==> config.mk <==
export PLATFORM = sky130hd
export DESIGN_NAME = dbl_prep
export DESIGN_NICKNAME = d
export VERILOG_FILES = /design/src/rtl/dbl_pkg.sv /design/src/rtl/dbl_prep.sv
export SDC_FILE = /design/constraint.sdc
export NUM_CORES = 2
export LEC_CHECK = 0
export BUFFER_PORTS_ARGS = -buffer_cell sky130_fd_sc_hd__buf_4
export CAP_MARGIN = 20
export CORE_ASPECT_RATIO = 0.6
export CORE_MARGIN = 1.5
export CORE_UTILIZATION = 51
export CTS_CLUSTER_SIZE = 24
export DETAILED_ROUTE_END_ITERATION = 8
export PLACE_DENSITY_LB_ADDON = 0.05
export SLEW_MARGIN = 25
export SYNTH_ARGS = -nofsm -noshare
export SYNTH_HDL_FRONTEND = slang
export SYNTH_SLANG_ARGS = --single-unit
==> constraint.sdc <==
create_clock -name clock -period 18.35 [get_ports clock]
set_input_delay 2.7525 -clock clock [delete_from_list [all_inputs] [get_ports clock]]
set_output_delay 2.7525 -clock clock [all_outputs]
set_load 0.02 [all_outputs]
==> src/rtl/dbl_pkg.sv <==
package dbl_pkg;

   // Fixed field widths.
   localparam int DEPTH_BITS = 24;
   localparam int COEFF_BITS = 40;
   localparam int WIDE_BITS  = 64;
   localparam int QUO_BITS   = 16;
   localparam int FRAC_W     = QUO_BITS + 1;
   localparam int GRAY_BITS  = 8;
   localparam int TEXEL_BITS = 32;
   localparam int CSR_IDX_W  = 2;

   // Partial product split of the 40-bit coefficient for the orthographic product.
   localparam int PP_SPLIT = 20;
   localparam int PP_W     = PP_SPLIT + DEPTH_BITS;

   localparam logic [DEPTH_BITS-1:0] DEPTH_MAX = '1;
   localparam logic [FRAC_W-1:0]     FRAC_ONE  = FRAC_W'(1) << QUO_BITS;

   // Configuration register indexes.
   localparam logic [CSR_IDX_W-1:0] REG_PERSPECTIVE_MODE = 2'd0;
   localparam logic [CSR_IDX_W-1:0] REG_SCALE_COEFF      = 2'd1;
   localparam logic [CSR_IDX_W-1:0] REG_OFFSET_COEFF     = 2'd2;

   // How the result of one texel is formed.
   typedef enum logic [1:0] {
      CODE_DIVIDE,
      CODE_ZERO,
      CODE_ONE_CLAMP,
      CODE_ONE_EXACT
   } dbl_code_type;

   typedef struct packed {
      logic                  perspective_mode;
      logic [COEFF_BITS-1:0] scale_coeff;
      logic [COEFF_BITS-1:0] offset_coeff;
   } dbl_cfg_type;

   // Data handed from one divider cell to the next.
   typedef struct packed {
      logic [WIDE_BITS-1:0] rem;
      logic [WIDE_BITS-1:0] div;
      logic [QUO_BITS-1:0]  quo;
      dbl_code_type         code;
   } dbl_cell_type;

endpackage

==> src/rtl/dbl_prep.sv <==
module dbl_prep #(
   parameter int FRAC_BITS = 24
) (
   input  logic                               clock,
   input  logic                               reset,
   input  dbl_pkg::dbl_cfg_type               cfg,
   input  logic                               up_valid,
   output logic                               up_ready,
   input  logic [dbl_pkg::DEPTH_BITS-1:0]     up_raw,
   output logic                               dn_valid,
   input  logic                               dn_ready,
   output dbl_pkg::dbl_cell_type              dn_data
);
   import dbl_pkg::*;

   // Stage 1: products and the scaled perspective terms.
   logic                  s1_valid_ff;
   logic                  s1_mode_ff;
   logic [DEPTH_BITS-1:0] s1_raw_ff;
   logic [PP_W-1:0]       s1_pp_lo_ff, s1_pp_lo_in;
   logic [PP_W-1:0]       s1_pp_hi_ff, s1_pp_hi_in;
   logic [WIDE_BITS-1:0]  s1_dm_ff, s1_dm_in;
   logic [WIDE_BITS-1:0]  s1_nm_ff, s1_nm_in;
   logic                  s1_ready;

   // Stage 2: numerator, divisor and the divisor sign checks.
   logic                  s2_valid_ff;
   logic [WIDE_BITS-1:0]  s2_num_ff, s2_num_in;
   logic [WIDE_BITS-1:0]  s2_div_ff, s2_div_in;
   dbl_code_type          s2_code_ff, s2_code_in;
   logic                  s2_ready;
   logic [WIDE_BITS-1:0]  rf;
   logic [WIDE_BITS:0]    diff;
   logic [WIDE_BITS-1:0]  ortho_num;
   logic [WIDE_BITS-1:0]  ortho_div;

   // Stage 3: saturation check, feeds the first divider cell.
   logic                  s3_valid_ff;
   dbl_cell_type          s3_data_ff, s3_data_in;
   logic                  s3_ready;

   assign s3_ready = !s3_valid_ff || dn_ready;
   assign s2_ready = !s2_valid_ff || s3_ready;
   assign s1_ready = !s1_valid_ff || s2_ready;
   assign up_ready = s1_ready;

   // Multiplying by 2^24-1 is a shift and a subtract.
   always_comb begin
      s1_pp_lo_in = PP_W'(cfg.scale_coeff[PP_SPLIT-1:0]) * PP_W'(up_raw);
      s1_pp_hi_in = PP_W'(cfg.scale_coeff[COEFF_BITS-1:PP_SPLIT]) * PP_W'(up_raw);
      s1_dm_in    = {cfg.offset_coeff, {DEPTH_BITS{1'b0}}} - WIDE_BITS'(cfg.offset_coeff);
      s1_nm_in    = {cfg.scale_coeff, {DEPTH_BITS{1'b0}}} - WIDE_BITS'(cfg.scale_coeff);
   end

   // Perspective divisor is dm - raw*2^F; orthographic divisor is M*2^F.
   always_comb begin
      rf        = WIDE_BITS'(s1_raw_ff) << FRAC_BITS;
      diff      = {1'b0, s1_dm_ff} - {1'b0, rf};
      ortho_num = {s1_pp_hi_ff, {PP_SPLIT{1'b0}}} + WIDE_BITS'(s1_pp_lo_ff);
      ortho_div = WIDE_BITS'(DEPTH_MAX) << FRAC_BITS;
      if (s1_mode_ff) begin
         s2_num_in = s1_nm_ff;
         s2_div_in = diff[WIDE_BITS-1:0];
         priority if (diff[WIDE_BITS]) begin
            s2_code_in = CODE_ZERO;
         end else if (diff == '0) begin
            s2_code_in = CODE_ONE_CLAMP;
         end else begin
            s2_code_in = CODE_DIVIDE;
         end
      end else begin
         s2_num_in  = ortho_num;
         s2_div_in  = ortho_div;
         s2_code_in = CODE_DIVIDE;
      end
   end

   // A quotient of one or more saturates; only above one counts as clamped.
   always_comb begin
      s3_data_in.rem  = s2_num_ff;
      s3_data_in.div  = s2_div_ff;
      s3_data_in.quo  = '0;
      s3_data_in.code = s2_code_ff;
      if (s2_code_ff == CODE_DIVIDE) begin
         priority if (s2_num_ff > s2_div_ff) begin
            s3_data_in.code = CODE_ONE_CLAMP;
         end else if (s2_num_ff == s2_div_ff) begin
            s3_data_in.code = CODE_ONE_EXACT;
         end else begin
            s3_data_in.code = CODE_DIVIDE;
         end
      end
   end

   // Valid flags.
   always_ff @(posedge clock) begin
      if (reset) begin
         s1_valid_ff <= 1'b0;
         s2_valid_ff <= 1'b0;
         s3_valid_ff <= 1'b0;
      end else begin
         if (s1_ready) begin
            s1_valid_ff <= up_valid;
         end
         if (s2_ready) begin
            s2_valid_ff <= s1_valid_ff;
         end
         if (s3_ready) begin
            s3_valid_ff <= s2_valid_ff;
         end
      end
   end

   // Payload registers.
   always_ff @(posedge clock) begin
      if (s1_ready) begin
         s1_mode_ff  <= cfg.perspective_mode;
         s1_raw_ff   <= up_raw;
         s1_pp_lo_ff <= s1_pp_lo_in;
         s1_pp_hi_ff <= s1_pp_hi_in;
         s1_dm_ff    <= s1_dm_in;
         s1_nm_ff    <= s1_nm_in;
      end
      if (s2_ready) begin
         s2_num_ff  <= s2_num_in;
         s2_div_ff  <= s2_div_in;
         s2_code_ff <= s2_code_in;
      end
      if (s3_ready) begin
         s3_data_ff <= s3_data_in;
      end
   end

   assign dn_valid = s3_valid_ff;
   assign dn_data  = s3_data_ff;

endmodule

## Yosys cells after proc, flatten, opt, wreduce, memory -nomap -nowiden

Index checks and enable logic that the tools add are counted.

| word-level totals | value |
|---|---|
| flip-flop bits (word level) | 504 |

| cells by class | value |
|---|---|
| magnitude comparators | 1 |
| equality and inequality tests | 1 |
| bitwise operators | 1 |
| multiplexer cells | 6 |
| multipliers | 2 |
| reductions and logical operators | 9 |
| add/sub/neg operators | 4 |

Operators by type and width:

| kind | count |
|---|---|
| subtractor 64 x 40 -> 64 bit | 2 |
| multiplier 20 x 24 -> 44 bit | 2 |
| zero test 65 bit | 1 |
| subtractor 64 x 48 -> 65 bit | 1 |
| adder 64 x 44 -> 64 bit | 1 |
| == test 64 bit | 1 |
| greater-than comparator 64 bit | 1 |
| two-way mux 64 bit | 1 |
| two-way mux 2 bit | 4 |
| zero test 1 bit | 3 |
| logical OR 1 bit | 3 |
| zero test 2 bit | 1 |
| OR reduction 2 bit | 1 |
| two-way mux 1 bit | 1 |
| inverter 1 bit | 1 |

## Longest topological paths before layout

| logic depth | value |
|---|---|
| word-level depth | 4 |
| gate-level depth with buffers | 28 |
| mapped depth without buffers | 26 |

## Least setup slack after synthesis

OpenSTA, ideal clock, no wires.

| path | value |
|---|---|
| path kind | input -> output |
| from | input port dn_ready |
| to | output port up_ready |
| path slack | 7.443 ns |
| arrival time | 8.154 ns |
| stages | 3 |
| cell sequence | nor2b_1 > and2_1 > nand2_1 |

| on the way | value |
|---|---|
| cells in the longest elaborated chain, start to end | 3 |

RTL lines:

| element | line | source |
|---|---|---|
| start: declaration | dbl_prep.sv:11 | `input logic dn_ready,` |
| logical OR 1 bit | dbl_prep.sv:42 | `assign s3_ready = !s3_valid_ff \|\| dn_ready;` |
| logical OR 1 bit | dbl_prep.sv:43 | `assign s2_ready = !s2_valid_ff \|\| s3_ready;` |
| logical OR 1 bit | dbl_prep.sv:44 | `assign s1_ready = !s1_valid_ff \|\| s2_ready;` |
| end: declaration | dbl_prep.sv:8 | `output logic up_ready,` |

Every way passes these cells.

## Worst setup path after layout

| path | value |
|---|---|
| from | input port up_raw[10] in the netlist's numbering |
| to | register s1_pp_lo_ff[42], data pin |

| on the way | value |
|---|---|
| cells in the longest elaborated chain, start to end | 1 |

RTL lines:

| element | line | source |
|---|---|---|
| start: declaration | dbl_prep.sv:9 | `input logic [dbl_pkg::DEPTH_BITS-1:0] up_raw,` |
| multiplier 20 x 24 -> 44 bit | dbl_prep.sv:49 | `s1_pp_lo_in = PP_W'(cfg.scale_coeff[PP_SPLIT-1:0]) * PP_W'(up_raw);` |
| net s1_pp_lo_in[42] | dbl_prep.sv:20 | `logic [PP_W-1:0] s1_pp_lo_ff, s1_pp_lo_in;` |
| end signal: assignment | dbl_prep.sv:119 | `s1_pp_lo_ff <= s1_pp_lo_in;` |
| end: declaration | dbl_prep.sv:20 |  |

The timed path passes the listed nets, and every way through them passes these cells.
A chain may end at the register's enable or synchronous reset.

==> impl_metrics.json <==
{
  "viasPerCell": 5.578,
  "dieArea_um2": 112900,
  "fin_setup_tns_ps": 0,
  "cts_root_buf": "clkbuf_16",
  "cp_slowest_stage_delay_ps": 710,
  "crit_path_cell_trace": "buf_4 > and2_1 > fa_1 > fa_1 > inv_1 > fa_1 > inv_1 > fa_1 > fa_1 > fa_1 > inv_1 > fa_1 > inv_1 > ha_1 > a21oi_1 > a21boi_0 > a311o_1 > o221ai_1 > a211oi_1 > a311oi_1 > nor2_1 > o21ai_0 > o21ai_0 > xor2_1",
  "grt_pass1_vias": 39820,
  "drc": 0,
  "core-area_um2": 109700,
  "placed_cells": 7117,
  "synth_warnings": 0,
  "tritoncts": "done",
  "drtAntennaViolNets": 0,
  "yosysTopAreaCell": "fa_1",
  "synthTopCellsByCount": "inv_1 (1039), fa_1 (786), nand2_1 (641)",
  "synth_area_leaders": "fa_1 (28%), edfxtp_1 (27%), ha_1 (10%)",
  "post-place-ws_ps": 7826,
  "numCtsBuffers": 49,
  "drt_iter0_markers": 4158,
  "nNetsFinal": 7029,
  "vias": 40230,
  "synth_top_flop_cell": "edfxtp_1",
  "hpwlAfterDp_mm": 129.5,
  "track_usage": 0.3134,
  "synthDistinctLibCells": 82,
  "cts_num_sinks": 504,
  "synth_edf_count": 501,
  "fmax_mhz": 100.1,
  "period_minus_slack_ps": 9986,
  "final_util": 0.5554,
  "crit_family": "adder cells",
  "cts_resized": 0,
  "wirelength_mm": 173.3,
  "placementRows": 94,
  "wl_per_cell_um": 24.03,
  "slew_viol_final": 0,
  "drive_above_1_share": 0.06873,
  "die_y_um": 260.9,
  "gp_congestion": 0.9589,
  "fin_ws_ps": 8364,
  "critPathLaunchType": "input pin",
  "ys_ff_latch": 504,
  "place.port_buffers": 240,
  "cp.arrival_ps": 10360,
  "htree_levels": 2,
  "antenna_found_initial": 17,
  "postCtsHoldBufs": 0,
  "cp_data_required_time_ps": 18730,
  "clock_skew_ps": 29.72,
  "max_slew.worst_pin.slew_ps": 1086,
  "clock_path_buffers": 3,
  "max_slew_margin": 0.2680,
  "timing.final.crit_share": 0.5442,
  "overflow": 0,
  "start_util": 0.5151,
  "crit_slowest_cell": "a311oi_1",
  "cp_common_cell": "fa_1",
  "critPathCaptureType": "flop",
  "netlist.area_leader.share": 0.2784,
  "hold_viol": 0,
  "io_pins": 257,
  "ys_async_sr_fraction": 0,
  "grt_pass1_wl_mm": 260.4,
  "yosysSeqAreaShare": 0.2672,
  "maxCapViolCount": 0,
  "min_path_type": "flop to flop",
  "areaGrowthSynthToFinish_pct": 7.834,
  "yosysMostFrequentCell": "inv_1",
  "instances_no_fill": 7212,
  "die_w_um": 432.8,
  "synthCells": 5626,
  "clkLatencyLatePin_ps": 650,
  "status": "complete, no violations",
  "first_pass_iters": 6,
  "setup_viol": 0,
  "grt_max_degree": 94,
  "path_max_fanout": 41,
  "critPathBufInv": 5,
  "cts.clk_slew.worst_paths_ps": 70,
  "critical_path_class": "input pin to flop",
  "post_cts_buffers": 0,
  "syn_avg_cell_area_um2": 10.05,
  "rsz0062_at_grt": "no",
  "syn_area_um2": 56520
}
[layout by cell type, fill, tap and decap left out, drive strengths merged, types with 13 or more instances in the layout]
cell,count
inv,1046
fa,786
nand2,641
and2,546
edfxtp,501
ha,454
buf,257
xnor2,189
a21oi,168
o21ai,148
nor2,128
a21o,97
xor2,86
nand3,58
nor3,57
clkbuf,56
nand4,47
nor2b,32
or3,31
nand2b,30
a31oi,29
nor4,29
a211oi,27
and3,26
mux2,23
o21bai,16
conb,16
clkinv,16
o21a,15
o211ai,13
[through the flow]
stage	hold slack (ps)	cell area, um2
global route	454.9	60940
finish	450.3	60950
detailed placement	432.4	59300
CTS	449.0	60930
global placement	434.7	59300
floorplan	426.4	56580
[layer usage]
layer  wire length (um)  part of all wire  global-route usage
met2              68770              0.40              0.4263
met5                364            0.0021             0.02270
met3              19260              0.11             0.08361
met1              82750              0.48              0.5022
met4               2189             0.013             0.03766
[cell families after synthesis]
family | count (synthesis) | synth area share
mux | 25 | 0.004936
fa+ha+maj | 1240 | 0.3789
flops | 504 | 0.2672
buf+inv | 1308 | 0.08828
compound gates | 586 | 0.06557
xor+xnor | 275 | 0.04261
other cells | 1 | 0.00006634
simple gates | 1687 | 0.1524
[worst paths after layout]
check | from | end | slack (ps) | cells past startpoint
setup reg to reg | s1_dm_ff[24] | s2_code_ff[1] | 13940 | 13
setup / recovery | up_raw[10] | s1_pp_lo_ff[42] | 8360 | 24
hold / removal | s2_num_ff[0] | dn_data[82] | 450 | 0
hold reg to reg | s2_num_ff[0] | dn_data[82] | 450 | 0
[registers in the layout, indices dropped and copies added (netlist names)]
signal and count:
dn_data 130, dn_valid 1, s1_dm_ff 64, s1_mode_ff 1, s1_nm_ff 64, s1_pp_hi_ff 44
s1_pp_lo_ff 44, s1_raw_ff 24, s1_valid_ff 1, s2_code_ff 2, s2_div_ff 64, s2_num_ff 64
s2_valid_ff 1
[area by class of cell]
class	count	area [um2]
Antenna cell	6	15.01
Clock buffer	56	1252
Clock inverter	33	381.6
Fill cell	9861	48780
Inverter	1039	3908
Multi-Input combinational cell	3829	36500
Sequential cell	504	15100
Tap cell	1488	1862
Timing Repair Buffer	257	1929
Power is not shown: default switching activity piles up to over one toggle a cycle in this logic, so the estimate is an artifact.
