===== config.mk =====
export PLATFORM = sky130hd
export DESIGN_NAME = dbl_out
export DESIGN_NICKNAME = d
export VERILOG_FILES = /design/src/rtl/dbl_pkg.sv /design/src/rtl/dbl_out.sv
export SDC_FILE = /design/constraint.sdc
export NUM_CORES = 1
export LEC_CHECK = 0
export ABC_AREA = 0
export BUFFER_PORTS_ARGS = -buffer_cell sky130_fd_sc_hd__buf_2
export CORE_ASPECT_RATIO = 0.5
export CORE_UTILIZATION = 32
export CTS_CLUSTER_SIZE = 25
export DETAILED_ROUTE_END_ITERATION = 8
export GPL_TIMING_DRIVEN = 0
export PLACE_DENSITY = 0.81
export SLEW_MARGIN = 20
export SYNTH_ARGS = -nofsm -noshare
export SYNTH_HDL_FRONTEND = slang
export SYNTH_SLANG_ARGS = --single-unit
export TNS_END_PERCENT = 100

===== constraint.sdc =====
create_clock -name clock -period 4.2 [get_ports clock]
set_input_delay 0.42 -clock clock [delete_from_list [all_inputs] [get_ports clock]]
set_output_delay 0.42 -clock clock [all_outputs]
set_load 0.02 [all_outputs]

===== src/rtl/dbl_pkg.sv =====
package dbl_pkg;

   // Fixed field widths.
   localparam int DEPTH_BITS = 24;
   localparam int COEFF_BITS = 40;
   localparam int WIDE_BITS  = 64;
   localparam int QUO_BITS   = 16;
   localparam int FRAC_W     = QUO_BITS + 1;
   localparam int GRAY_BITS  = 8;
   localparam int TEXEL_BITS = 32;
   localparam int CSR_IDX_W  = 2;

   // Partial product split of the 40-bit coefficient for the orthographic product.
   localparam int PP_SPLIT = 20;
   localparam int PP_W     = PP_SPLIT + DEPTH_BITS;

   localparam logic [DEPTH_BITS-1:0] DEPTH_MAX = '1;
   localparam logic [FRAC_W-1:0]     FRAC_ONE  = FRAC_W'(1) << QUO_BITS;

   // Configuration register indexes.
   localparam logic [CSR_IDX_W-1:0] REG_PERSPECTIVE_MODE = 2'd0;
   localparam logic [CSR_IDX_W-1:0] REG_SCALE_COEFF      = 2'd1;
   localparam logic [CSR_IDX_W-1:0] REG_OFFSET_COEFF     = 2'd2;

   // How the result of one texel is formed.
   typedef enum logic [1:0] {
      CODE_DIVIDE,
      CODE_ZERO,
      CODE_ONE_CLAMP,
      CODE_ONE_EXACT
   } dbl_code_type;

   typedef struct packed {
      logic                  perspective_mode;
      logic [COEFF_BITS-1:0] scale_coeff;
      logic [COEFF_BITS-1:0] offset_coeff;
   } dbl_cfg_type;

   // Data handed from one divider cell to the next.
   typedef struct packed {
      logic [WIDE_BITS-1:0] rem;
      logic [WIDE_BITS-1:0] div;
      logic [QUO_BITS-1:0]  quo;
      dbl_code_type         code;
   } dbl_cell_type;

endpackage


===== src/rtl/dbl_out.sv =====
module dbl_out (
   input  logic                              clock,
   input  logic                              reset,
   input  logic                              up_valid,
   output logic                              up_ready,
   input  dbl_pkg::dbl_cell_type             up_data,
   output logic                              rsp_valid,
   input  logic                              rsp_ready,
   output logic [dbl_pkg::FRAC_W-1:0]        depth_fraction,
   output logic [dbl_pkg::GRAY_BITS-1:0]     gray_level,
   output logic                              was_clamped
);
   import dbl_pkg::*;

   localparam int PROD_W = FRAC_W + GRAY_BITS;

   logic                 valid_ff;
   logic [FRAC_W-1:0]    frac_ff, frac_in;
   logic [GRAY_BITS-1:0] gray_ff, gray_in;
   logic                 clamp_ff, clamp_in;
   logic [PROD_W-1:0]    prod;

   assign up_ready = !valid_ff || rsp_ready;

   // Final fraction from the code, and the gray level as frac*255 >> 16.
   always_comb begin
      unique case (up_data.code)
         CODE_DIVIDE: begin
            frac_in  = {1'b0, up_data.quo};
            clamp_in = 1'b0;
         end
         CODE_ZERO: begin
            frac_in  = '0;
            clamp_in = 1'b1;
         end
         CODE_ONE_CLAMP: begin
            frac_in  = FRAC_ONE;
            clamp_in = 1'b1;
         end
         default: begin
            frac_in  = FRAC_ONE;
            clamp_in = 1'b0;
         end
      endcase
      prod    = {frac_in, {GRAY_BITS{1'b0}}} - PROD_W'(frac_in);
      gray_in = prod[QUO_BITS +: GRAY_BITS];
   end

   always_ff @(posedge clock) begin
      if (reset) begin
         valid_ff <= 1'b0;
      end else if (up_ready) begin
         valid_ff <= up_valid;
      end
   end

   always_ff @(posedge clock) begin
      if (up_ready) begin
         frac_ff  <= frac_in;
         gray_ff  <= gray_in;
         clamp_ff <= clamp_in;
      end
   end

   assign rsp_valid      = valid_ff;
   assign depth_fraction = frac_ff;
   assign gray_level     = gray_ff;
   assign was_clamped    = clamp_ff;

endmodule


# After elaboration in Yosys (flattened, before gate mapping)
# Cells that the tools add are included.
[word_totals]
elab_cells = 13
in_bits = 150
register_bits = 27
output_inout_bits = 28
[classes]
n_eq_ne = 2
mux = 2
n_reduce_logical = 4
addsub = 1
[ops]
columns = ["op", "n"]
rows = [
  ["$pmux 17 s2", 1],
  ["$sub 24x17->24", 1],
  ["$eq 2x1->1 const B", 1],
  ["$eq 2x2->1 const B", 1],
  ["$logic_not 2->1", 1],
  ["$reduce_or 2->1", 1],
  ["$logic_not 1->1", 1],
  ["$logic_or 1x1->1", 1],
  ["$mux 1", 1],
]

# Longest topological paths before layout
# Gate-level depths: netlist (run 1).
[depth]
ltp_word = 3
depth_mapped = 14
mapped_depth_nobuf = 11

# Worst setup path before layout (run 1)
# Ideal clock, no wire load.
[synth_timing]
path_type = "input -> register"
from = "input up_data[0] (netlist bit)"
to = "register gray_ff[4], in the netlist gray_level[4], data pin"
t_arrival_ps = 2888
setup_time_ps = 278
setup_slack_ps = 1034
stages = 13
t_required_ps = 3922
path_buffers = 3
cell_sequence = "inv_1 ha_1 buf_6 clkbuf_1 and2_1 ha_1 a211o_1 o211ai_1 a21oi_1 or4b_1 buf_6 a2111oi_0 a221oi_1"
[synth_between]
elab_chain_len = 3
elab_cells_between_ends = 4
classes_between = "add/sub: 1; eq/ne: 1; mux: 1; reduce/logical: 1"
[synth_rtl]
columns = ["item", "line", "source"]
rows = [
  ["from (decl)", "dbl_out.sv:6", "input dbl_pkg::dbl_cell_type up_data,"],
  ["$eq 2x1->1 or $logic_not 2->1 (tied branches)", "dbl_out.sv:27", "unique case (up_data.code)"],
  ["$pmux 17 s2 (*)", "dbl_out.sv:27", ""],
  ["net frac_in[3]", "dbl_out.sv:18", "logic [FRAC_W-1:0] frac_ff, frac_in;"],
  ["$sub 24x17->24 (*)", "dbl_out.sv:45", "prod = {frac_in, {GRAY_BITS{1'b0}}} - PROD_W'(frac_in);"],
  ["net prod[20]", "dbl_out.sv:21", "logic [PROD_W-1:0] prod;"],
  ["to (signal assigned)", "dbl_out.sv:60", "gray_ff <= gray_in;"],
  ["to (decl)", "dbl_out.sv:19", "logic [GRAY_BITS-1:0] gray_ff, gray_in;"],
]
# The timed path passes the listed nets; every way through them passes the cells marked *.
# A chain may end at the register's enable or synchronous reset.

# Worst setup path in the final report (run 1)
[layout_timing]
from = "input up_data[1] (netlist bit)"
to = "register gray_ff[4], in the netlist gray_level[4], data pin"
# Same word-level chain as after synthesis.

==> results of run 1 <==
## routing by layer
layer / wire length, um / global-route usage [%]
met3: 135 / 3.30
met2: 1560 / 23.9
met5: 0 / 0
met1: 1060 / 13.4
met4: 14 / 3.54
## cells in the final DEF (no fill, tap or decap), types with 3 or more instances in the layout
cell,synthesis,layout
sky130_fd_sc_hd__a211o_1,3,3
sky130_fd_sc_hd__a21oi_1,6,6
sky130_fd_sc_hd__and2_1,8,8
sky130_fd_sc_hd__buf_2,0,49
sky130_fd_sc_hd__clkbuf_1,2,3
sky130_fd_sc_hd__clkbuf_8,0,3
sky130_fd_sc_hd__edfxtp_1,26,26
sky130_fd_sc_hd__ha_1,9,9
sky130_fd_sc_hd__inv_1,14,14
sky130_fd_sc_hd__nand2_1,8,8
sky130_fd_sc_hd__nor2_1,11,11
sky130_fd_sc_hd__xnor2_1,4,4
## worst min path at each step
stage | start | to | cells after the start
3_5_place_dp | reset | rsp_valid$_SDFFE_PP0P_ | 2
5_1_grt | reset | rsp_valid$_SDFFE_PP0P_ | 2
4_1_cts | reset | rsp_valid$_SDFFE_PP0P_ | 2
3_3_place_gp | reset | rsp_valid$_SDFFE_PP0P_ | 2
2_1_floorplan | reset | rsp_valid$_SDFFE_PP0P_ | 1
6_report | reset | rsp_valid$_SDFFE_PP0P_ | 2
## cell type report
cell class	count	area, sq um
clock buffers	4	45.0
plain buffers	4	30.0
fillers	374	2290
well taps	54	67.6
flip-flops and latches	27	801
inverters	15	58.8
multi-input cells	70	507
repair buffers	49	245
## through the flow
step | hold WS [ps] | area [sq um] | total power [mW]
finish | 308 | 1750 | 0.631
global placement | 573 | 1710 | 0.491
floorplan | 489 | 1390 | 0.445
CTS | 304 | 1750 | 0.635
detailed placement | 588 | 1710 | 0.497
global route | 289 | 1750 | 0.662
## logic make-up after synthesis
family                   synth area share [%]
AND/OR/NAND/NOR                          13.4
flip-flops                               57.5
buffers and inverters                    6.37
adder cells (fa/ha/maj)                  8.08
XOR/XNOR                                 2.51
AO/OA/AOI/OAI                            12.2
## power by group through the flow
stage	clock network, mW	registers, mW	logic (mW)
3_5_place_dp	0	0.341	0.156
3_3_place_gp	0	0.340	0.151
2_1_floorplan	0	0.378	0.0670
6_report	0.140	0.334	0.157
4_1_cts	0.144	0.335	0.157
5_1_grt	0.155	0.337	0.169
## state kept, by name, indices dropped and copies added, names as in the netlist
name and count:
gray_level 8, rsp_valid 1, depth_fraction 17, was_clamped 1
==> results.md, run 1 <==
### Status
• **status** completed

### Timing
• **slack of the critical path** 854 ps
• **RSZ-0062 raised after global routing** no
• **max_slew headroom** 56.1%
• **total count of hold-check failures in the final report** 0
• **max frequency** 299 MHz
• **clock skew** 4.97 ps
• **measured slew at the worst slew-check pin** 658 ps
• **final setup vio count** 0
• **Final period util** 79.7%
• **final critical delay including setup and external delays** 3350 ps
• **Total Negative Setup Slacks** 0 ps
• **number of max-slew violations in the final report** 0

### Worst setup path
• **Worst Setup Start Kind** primary input
• **Req. time, crit path** 4250 ps
• **termination of the worst setup path** gray_level[4]$_DFFE_PP_
• **WP buf/inv** 5
• **slowest library cell on the worst path** sky130_fd_sc_hd__or4b_1
• **largest stage delay on the critical path** 500 ps
• **highest fanout seen on the critical path** 10
• **crit path kind** in -> reg
• **Crit. End Element** register
• **cells on worst reg2reg path** 1
• **origin of the critical flop-to-flop path** rsp_valid$_SDFFE_PP0P_
• **end of the worst register-to-register path** gray_level[2]$_DFFE_PP_
• **worst reg-to-reg setup slack** 3030 ps
• **critical path, cell by cell** buf_2 > inv_1 > ha_1 > buf_6 > clkbuf_1 > and2_1 > ha_1 > a211o_1 > o211ai_1 > a21oi_1 > or4b_1 > buf_6 > a211o_1 > a221oi_1
• **count of cell instances traversed by the critical path** 14
• **Setup crit start** up_data[1]
• **CP Data Arrival Time** 3400 ps
• **Top delay family on crit path** compound AO/OA/AOI/OAI gates

### Synth
• **Main synth FF type** sky130_fd_sc_hd__edfxtp_1
• **Post-Synthesis Net Count** 275
• **Post-synth ARST share** 0%
• **largest cells by area after synthesis** sky130_fd_sc_hd__edfxtp_1 (56%), sky130_fd_sc_hd__ha_1 (8.1%), sky130_fd_sc_hd__inv_1 (3.8%), sky130_fd_sc_hd__and2_1 (3.6%), sky130_fd_sc_hd__nor2_1 (3.0%)
• **sequential area share after synthesis** 57.5%
• **count of different cell masters after synthesis** 29
• **number of enable-type register cells in the synthesized netlist** 26
• **combined area of all synthesized cells** 1390 sq um
• **Yosys warning total** 0
• **area share of the leading cell type in the synthesized netlist** 56.0%
• **cell with the most instances after synthesis** sky130_fd_sc_hd__edfxtp_1
• **Yosys top cell by area** sky130_fd_sc_hd__edfxtp_1
• **synth cell count leaders** sky130_fd_sc_hd__edfxtp_1 (26), sky130_fd_sc_hd__inv_1 (14), sky130_fd_sc_hd__nor2_1 (11)
• **average footprint of a synthesized cell** 12.0 sq um
• **cells after synthesis** 116
• **flop and latch count out of synthesis** 27

### Die
• **number of standard-cell rows in the floorplan** 16
• **die area** 4640 sq um
• **initial cell density of the core** 34.5%
• **core region area** 4040 sq um
• **horizontal die dimension** 95.3 um
• **number of top-level pins** 178
• **die height** 48.7 um

### Place
• **placed cells** 219
• **number of buffer cells added on primary ports** 49
• **placed wire-length estimate after detailed placement** 2.22 mm
• **dpl ws** 619 ps
• **placer congestion estimate** 0.785

### Clock network
• **Max clock buf depth** 2
• **number of buffers created by CTS** 3
• **Resize count post-CTS** 0
• **CTS Root Cell** sky130_fd_sc_hd__clkbuf_8
• **CTS Sinks** 27
• **clock-pin slew on the worst setup and hold paths** 80 ps
• **postcts setup bufs** 0
• **H-tree Lvls** 1
• **post-cts hold buffer count** 0
• **clock tree from TritonCTS** built
• **insertion delay to the later sink of the worst-skew pair** 270 ps

### Cells and area
• **Syn-to-layout area delta** 25.9%
• **Finished Layout Cells** 223
• **number of antenna cells inserted** 0
• **share of final-layout standard cells stronger than drive strength 1** 37.3%
• **Final Util** 43.4%
• **Post-layout nets** 329

### GRT
• **via count of the first global-routing pass** 1037
• **aggregate global-route resource usage** 12.5%
• **initial antenna violation count** 0
• **overflow left after global routing** 0
• **global-route wire length before repair** 4.42 mm
• **pin count of the biggest net entering global routing** 29

### Power and ir drop
• **switching pwr** 0.175 mW
• **Static Leakage** 0.842 nW
• **PD cells** 360 nW/um^2
• **clock network fraction of design power** 22.3%
• **Combinational Power Share** 24.8%
• **Worst VDD drop** 0.000140 V
• **Internal** 0.456 mW
• **power share of the sequential group** 52.9%
• **net switching fraction of the power** 27.7%

### Detailed routing
• **length of the first detailed-routing pass in iterations** 4
• **count of vias placed by the detailed router** 1048
• **count of unresolved DRC violations after routing** 0
• **via count normalized by instance count** 4.70
• **average wire per cell in the routed design** 12.4 um
• **remaining number of nets flagged by the antenna check after routing** 0
• **number of DRC markers after the initial detailed-route iteration** 33
• **final WL** 2.77 mm

### Run
• **Max Cap Violations** 0

### Worst hold path
• **class of the tightest hold or removal check** in -> reg

No activity file was read; power rests on OpenSTA's default activity.
==> inputs of run 2 (changes only) <==
Settings changed: ABC_AREA 0 to 1, CORE_UTILIZATION 32 to 36, PLACE_DENSITY 0.81 to 0.8.
Clock period 4.2 ns to 3.3 ns, I/O delays scaled along.
==> results.md, run 2 <==
### Detailed routing
• **Max Used Layer** met4
• **via count normalized by instance count** 4.64
• **met2 WL** 1.92 mm
• **Met3 Routed Length** 311 um
• **average wire per cell in the routed design** 13.2 um
• **final WL** 4.61 mm
• **Met1 Routed Length** 2.33 mm
• **count of vias placed by the detailed router** 1619
• **remaining number of nets flagged by the antenna check after routing** 0
• **count of unresolved DRC violations after routing** 0
• **length of the first detailed-routing pass in iterations** 4
• **number of DRC markers after the initial detailed-route iteration** 78

### Synth
• **combined area of all synthesized cells** 1820 sq um
• **Post-synth ARST share** 0%
• **Yosys top cell by area** sky130_fd_sc_hd__edfxtp_1
• **area share of the leading cell type in the synthesized netlist** 42.9%
• **cells after synthesis** 230
• **Yosys warning total** 0
• **count of different cell masters after synthesis** 22
• **average footprint of a synthesized cell** 7.92 sq um
• **number of enable-type register cells in the synthesized netlist** 26
• **cell with the most instances after synthesis** sky130_fd_sc_hd__nand2_1
• **flop and latch count out of synthesis** 27
• **Main synth FF type** sky130_fd_sc_hd__edfxtp_1
• **Post-Synthesis Net Count** 389
• **synth cell count leaders** sky130_fd_sc_hd__nand2_1 (70), sky130_fd_sc_hd__inv_1 (35), sky130_fd_sc_hd__edfxtp_1 (26)
• **sequential area share after synthesis** 44.0%
• **largest cells by area after synthesis** sky130_fd_sc_hd__edfxtp_1 (43%), sky130_fd_sc_hd__nand2_1 (14%), sky130_fd_sc_hd__inv_1 (7.2%), sky130_fd_sc_hd__ha_1 (6.2%), sky130_fd_sc_hd__nor2_1 (4.5%)

### Cells and area
• **Syn-to-layout area delta** 20.8%
• **number of antenna cells inserted** 0
• **final-layout fill cell count** 479
• **number of flip-flops under the largest register name** 17
• **area of the multi-input gates** 858 sq um
• **commonest cells after routing, fill and taps aside** sky130_fd_sc_hd__nand2_1 (69), sky130_fd_sc_hd__buf_2 (49), sky130_fd_sc_hd__inv_1 (35), sky130_fd_sc_hd__edfxtp_1 (26), sky130_fd_sc_hd__nor2_1 (22)
• **area of all placed cells without fillers** 2200 sq um
• **most frequent standard cell in the layout excluding fill and tap cells** sky130_fd_sc_hd__nand2_1
• **Post-layout nets** 443
• **area taken by flip-flops and latches** 801 sq um
• **share of final-layout standard cells stronger than drive strength 1** 29.3%

### Timing
• **final setup vio count** 0
• **Total Negative Setup Slacks** 0 ps
• **total count of hold-check failures in the final report** 0
• **number of max-slew violations in the final report** 0
• **RSZ-0062 raised after global routing** no
• **hold_ws** 191 ps
• **Final period util** 69.8%
• **max_slew headroom** 55.3%
• **clock skew** 3.69 ps
• **final critical delay including setup and external delays** 2300 ps
• **max frequency** 434 MHz
• **measured slew at the worst slew-check pin** 669 ps

### Clock network
• **postcts setup bufs** 0
• **number of buffers created by CTS** 3
• **CTS Root Cell** sky130_fd_sc_hd__clkbuf_8
• **post-cts hold buffer count** 0
• **clock tree from TritonCTS** built
• **Max clock buf depth** 2
• **insertion delay to the later sink of the worst-skew pair** 270 ps
• **CTS Sinks** 27
• **clock-pin slew on the worst setup and hold paths** 100 ps
• **Resize count post-CTS** 0
• **H-tree Lvls** 1

### Worst setup path
• **critical path, cell by cell** buf_2 > inv_1 > ha_1 > buf_6 > nand2_1 > inv_1 > ha_1 > nand2_1 > inv_1 > o21ai_0 > a21boi_0 > nand3_1 > nand2_1 > nand2_1
• **worst reg-to-reg setup slack** 2110 ps
• **highest fanout seen on the critical path** 10
• **Worst Setup Start Kind** primary input
• **crit path kind** in -> reg
• **largest stage delay on the critical path** 310 ps
• **WP buf/inv** 5
• **cells on worst reg2reg path** 1
• **Top delay family on crit path** buffers and inverters
• **slowest library cell on the worst path** sky130_fd_sc_hd__ha_1
• **Most common cell on crit path** sky130_fd_sc_hd__nand2_1
• **CP Data Arrival Time** 2340 ps
• **origin of the critical flop-to-flop path** rsp_valid$_SDFFE_PP0P_
• **Crit. End Element** register
• **Req. time, crit path** 3340 ps
• **end of the worst register-to-register path** depth_fraction[0]$_DFFE_PP_

### Power and ir drop
• **Worst VDD drop** 0.000164 V
• **switching pwr** 0.297 mW
• **power consumption** 0.886 mW
• **clock network fraction of design power** 21.9%
• **net switching fraction of the power** 33.5%
• **PD cells** 403 nW/um^2
• **power share of the sequential group** 47.7%
• **Combinational Power Share** 30.4%
• **Internal** 0.589 mW
• **Static Leakage** 1.27 nW

### Die
• **horizontal die dimension** 103 um
• **number of standard-cell rows in the floorplan** 17
• **die height** 52.3 um
• **initial cell density of the core** 39.5%
• **core region area** 4620 sq um
• **die area** 5370 sq um
• **number of top-level pins** 178

### Worst hold path
• **end of the worst hold path** rsp_valid$_SDFFE_PP0P_
• **Hold Startpoint** reset
• **class of the tightest hold or removal check** in -> reg
• **cell count of the worst hold path** 2

### Place
• **number of buffer cells added on primary ports** 49
• **placed wire-length estimate after detailed placement** 3.83 mm
• **placer congestion estimate** 0.967
• **placed instance area** 2150 sq um

### GRT
• **global-route wire length before repair** 7.49 mm
• **pin count of the biggest net entering global routing** 29
• **overflow left after global routing** 0
• **via count of the first global-routing pass** 1504
• **aggregate global-route resource usage** 18.8%
• **initial antenna violation count** 0

### Run
• **Max Cap Violations** 0

### Status
• **status** completed

run 2: worst max-delay path by stage:
stage	start	to	slack (ps)	cells after the start
3_5_place_dp	up_data[1]	gray_level[6]$_DFFE_PP_	730	15
6_report	up_data[1]	gray_level[2]$_DFFE_PP_	1000	14
4_1_cts	up_data[1]	gray_level[6]$_DFFE_PP_	1020	15
5_1_grt	up_data[1]	gray_level[7]$_DFFE_PP_	770	15
2_1_floorplan	up_data[0]	gray_level[7]$_DFFE_PP_	1190	14
3_3_place_gp	up_data[0]	gray_level[2]$_DFFE_PP_	730	14
run 2: stage by stage:
stage	cells	util [%]	worst slack, ps
after floorplan	230	-	1190
after global placement	345	46.6	734
after detailed placement	345	46.6	727
after CTS	349	47.6	1020
after global routing	349	47.7	769
final	349	47.7	996
run 2: cell families after synthesis:
logic type               Yosys count  synth area share, %
buffers and inverters             40                 9.07
AO/OA/AOI/OAI                     15                 4.60
AND/OR/NAND/NOR                  139                 36.2
adder cells (fa/ha/maj)            9                 6.18
flip-flops                        27                 44.0
run 2: per-layer routing:
metal	up-vias	global-route usage (%)
li1	845	-
met1	722	27.5
met4	0	3.57
met3	4	2.53
met2	48	29.7
met5	-	0
run 2: layout make-up:
| cell class | count | share of cell area [%] |
|---|---|---|
| multi-input cells | 163 | 39.0 |
| flip-flops and latches | 27 | 36.4 |
| repair buffers | 49 | 11.1 |
| inverters | 38 | 6.48 |
| well taps | 66 | 3.75 |
| clock buffers | 3 | 1.88 |
| plain buffers | 2 | 1.02 |
| clock inverters | 1 | 0.341 |
run 2: power by group through the flow:
stage	registers (mW)	clock network, mW	logic (mW)
finish	0.422	0.194	0.269
global route	0.426	0.212	0.298
CTS	0.423	0.202	0.268
detailed placement	0.431	0	0.267
global placement	0.430	0	0.265
floorplan	0.479	0	0.137
==> inputs of run 3 (changes only) <==
Clock period 3.3 ns to 2.2 ns, I/O delays scaled along.
==> results.md, run 3 (same netlist as run 2, synthesis figures left out) <==
### Cells and area
• **Syn-to-layout area delta** 26.8%
• **number of flip-flops under the largest register name** 17
• **area of the multi-input gates** 930 sq um
• **Finished Layout Cells** 354
• **commonest cells after routing, fill and taps aside** sky130_fd_sc_hd__nand2_1 (68), sky130_fd_sc_hd__buf_2 (49), sky130_fd_sc_hd__inv_1 (33), sky130_fd_sc_hd__edfxtp_1 (26), sky130_fd_sc_hd__nor2_1 (21)
• **most frequent standard cell in the layout excluding fill and tap cells** sky130_fd_sc_hd__nand2_1
• **share of final-layout standard cells stronger than drive strength 1** 34.7%
• **area taken by flip-flops and latches** 801 sq um
• **final-layout fill cell count** 466
• **number of antenna cells inserted** 0
• **Post-layout nets** 448

### Timing
• **clock skew** 4.77 ps
• **total count of hold-check failures in the final report** 0
• **final critical delay including setup and external delays** 2070 ps
• **max_slew headroom** 54.0%
• **Total Negative Setup Slacks** 0 ps
• **max frequency** 482 MHz
• **number of max-slew violations in the final report** 0
• **hold_ws** 78.6 ps
• **Final period util** 94.3%
• **final setup vio count** 0
• **measured slew at the worst slew-check pin** 687 ps

### Worst setup path
• **Top delay family on crit path** simple AND/OR/NAND/NOR gates
• **WP buf/inv** 4
• **Setup crit start** up_data[0]
• **Req. time, crit path** 2240 ps
• **crit path kind** in -> reg
• **Most common cell on crit path** sky130_fd_sc_hd__nand2_1
• **worst reg-to-reg setup slack** 1000 ps
• **origin of the critical flop-to-flop path** rsp_valid$_SDFFE_PP0P_
• **Worst Setup Start Kind** primary input
• **slowest library cell on the worst path** sky130_fd_sc_hd__ha_1
• **largest stage delay on the critical path** 330 ps
• **end of the worst register-to-register path** depth_fraction[1]$_DFFE_PP_
• **CP Data Arrival Time** 2110 ps
• **termination of the worst setup path** gray_level[3]$_DFFE_PP_
• **cells on worst reg2reg path** 1
• **Crit. End Element** register
• **highest fanout seen on the critical path** 9
• **count of cell instances traversed by the critical path** 13
• **critical path, cell by cell** buf_2 > inv_1 > ha_1 > buf_6 > nand2_1 > inv_1 > ha_1 > nand2_1 > nor2_1 > nor3b_2 > nand4_1 > nand2_1 > nand2_1

### Detailed routing
• **final WL** 4.83 mm
• **average wire per cell in the routed design** 13.6 um
• **via count normalized by instance count** 4.77
• **remaining number of nets flagged by the antenna check after routing** 0
• **number of DRC markers after the initial detailed-route iteration** 78
• **count of vias placed by the detailed router** 1690
• **count of unresolved DRC violations after routing** 0
• **length of the first detailed-routing pass in iterations** 4

### Die
• **horizontal die dimension** 103 um
• **die area** 5370 sq um
• **number of standard-cell rows in the floorplan** 17
• **core region area** 4620 sq um
• **initial cell density of the core** 39.5%
• **die height** 52.3 um
• **number of top-level pins** 178

### Clock network
• **Max clock buf depth** 2
• **clock tree from TritonCTS** built
• **CTS Sinks** 27
• **CTS Root Cell** sky130_fd_sc_hd__clkbuf_8
• **H-tree Lvls** 1
• **clock-pin slew on the worst setup and hold paths** 100 ps
• **number of buffers created by CTS** 3
• **insertion delay to the later sink of the worst-skew pair** 280 ps

### GRT
• **via count of the first global-routing pass** 1504
• **initial antenna violation count** 0
• **pin count of the biggest net entering global routing** 29
• **overflow left after global routing** 0
• **aggregate global-route resource usage** 18.8%
• **global-route wire length before repair** 7.49 mm

### Place
• **placed wire-length estimate after detailed placement** 3.83 mm
• **placer congestion estimate** 0.967
• **number of buffer cells added on primary ports** 49
• **placed cells** 345

### Power and ir drop
• **power consumption** 1.36 mW
• **Worst VDD drop** 0.000248 V
• **Static Leakage** 1.30 nW
• **PD cells** 588 nW/um^2

### Worst hold path
• **class of the tightest hold or removal check** in -> reg

### Run
• **Max Cap Violations** 0

### Status
• **status** completed

-- run 3: repair_timing --
| action | CTS | global route |
|---|---|---|
| hold buffers | 0 | 0 |
| resized for setup | 0 | 14 |
| buffers inserted | 0 | 5 |
| endpoints found under the setup margin | 0 | 7 |
-- run 3: layer usage --
layer	vias to the layer above	share of wire, %	global-route usage [%]
met2	53	43	29.7
met1	776	50	27.5
met4	0	0.60	3.57
met5	-	0	0
met3	5	5.6	2.53
li1	856	-	-
-- run 3: worst min path at each step --
| stage | to | startpoint | cells past startpoint | slack, ps |
|---|---|---|---|---|
| 3_5_place_dp | rsp_valid$_SDFFE_PP0P_ | reset | 2 | 380 |
| 2_1_floorplan | rsp_valid$_SDFFE_PP0P_ | reset | 1 | 290 |
| 5_1_grt | rsp_valid$_SDFFE_PP0P_ | reset | 2 | 80 |
| 3_3_place_gp | rsp_valid$_SDFFE_PP0P_ | reset | 2 | 370 |
| 6_report | rsp_valid$_SDFFE_PP0P_ | reset | 2 | 80 |
| 4_1_cts | rsp_valid$_SDFFE_PP0P_ | reset | 2 | 80 |
-- run 3: power breakdown --
| group | total [mW] | switching, mW | internal, mW |
|---|---|---|---|
| Clock | 0.293 | 0.164 | 0.129 |
| Combinational | 0.431 | 0.284 | 0.147 |
| Sequential | 0.634 | 0.0108 | 0.623 |
| Total | 1.36 | 0.459 | 0.899 |
-- run 3: final cells by class --
cell class	instances	area share, %
Inverter	38	6.18
Timing Repair Buffer	54	12.2
Multi-Input combinational cell	163	40.2
Tap cell	66	3.58
Clock buffer	3	1.79
Buffer	2	0.975
Clock inverter	1	0.325
Sequential cell	27	34.7
-- run 3: per-stage QoR --
stage / cell area (sq um) / utilization, % / worst slack (ps)
2_1_floorplan: 1820 / - / 201
3_3_place_gp: 2150 / 46.6 / -256
3_5_place_dp: 2150 / 46.6 / -263
4_1_cts: 2200 / 47.6 / 28.8
5_1_grt: 2310 / 50.0 / -18.9
6_report: 2310 / 50.0 / 125
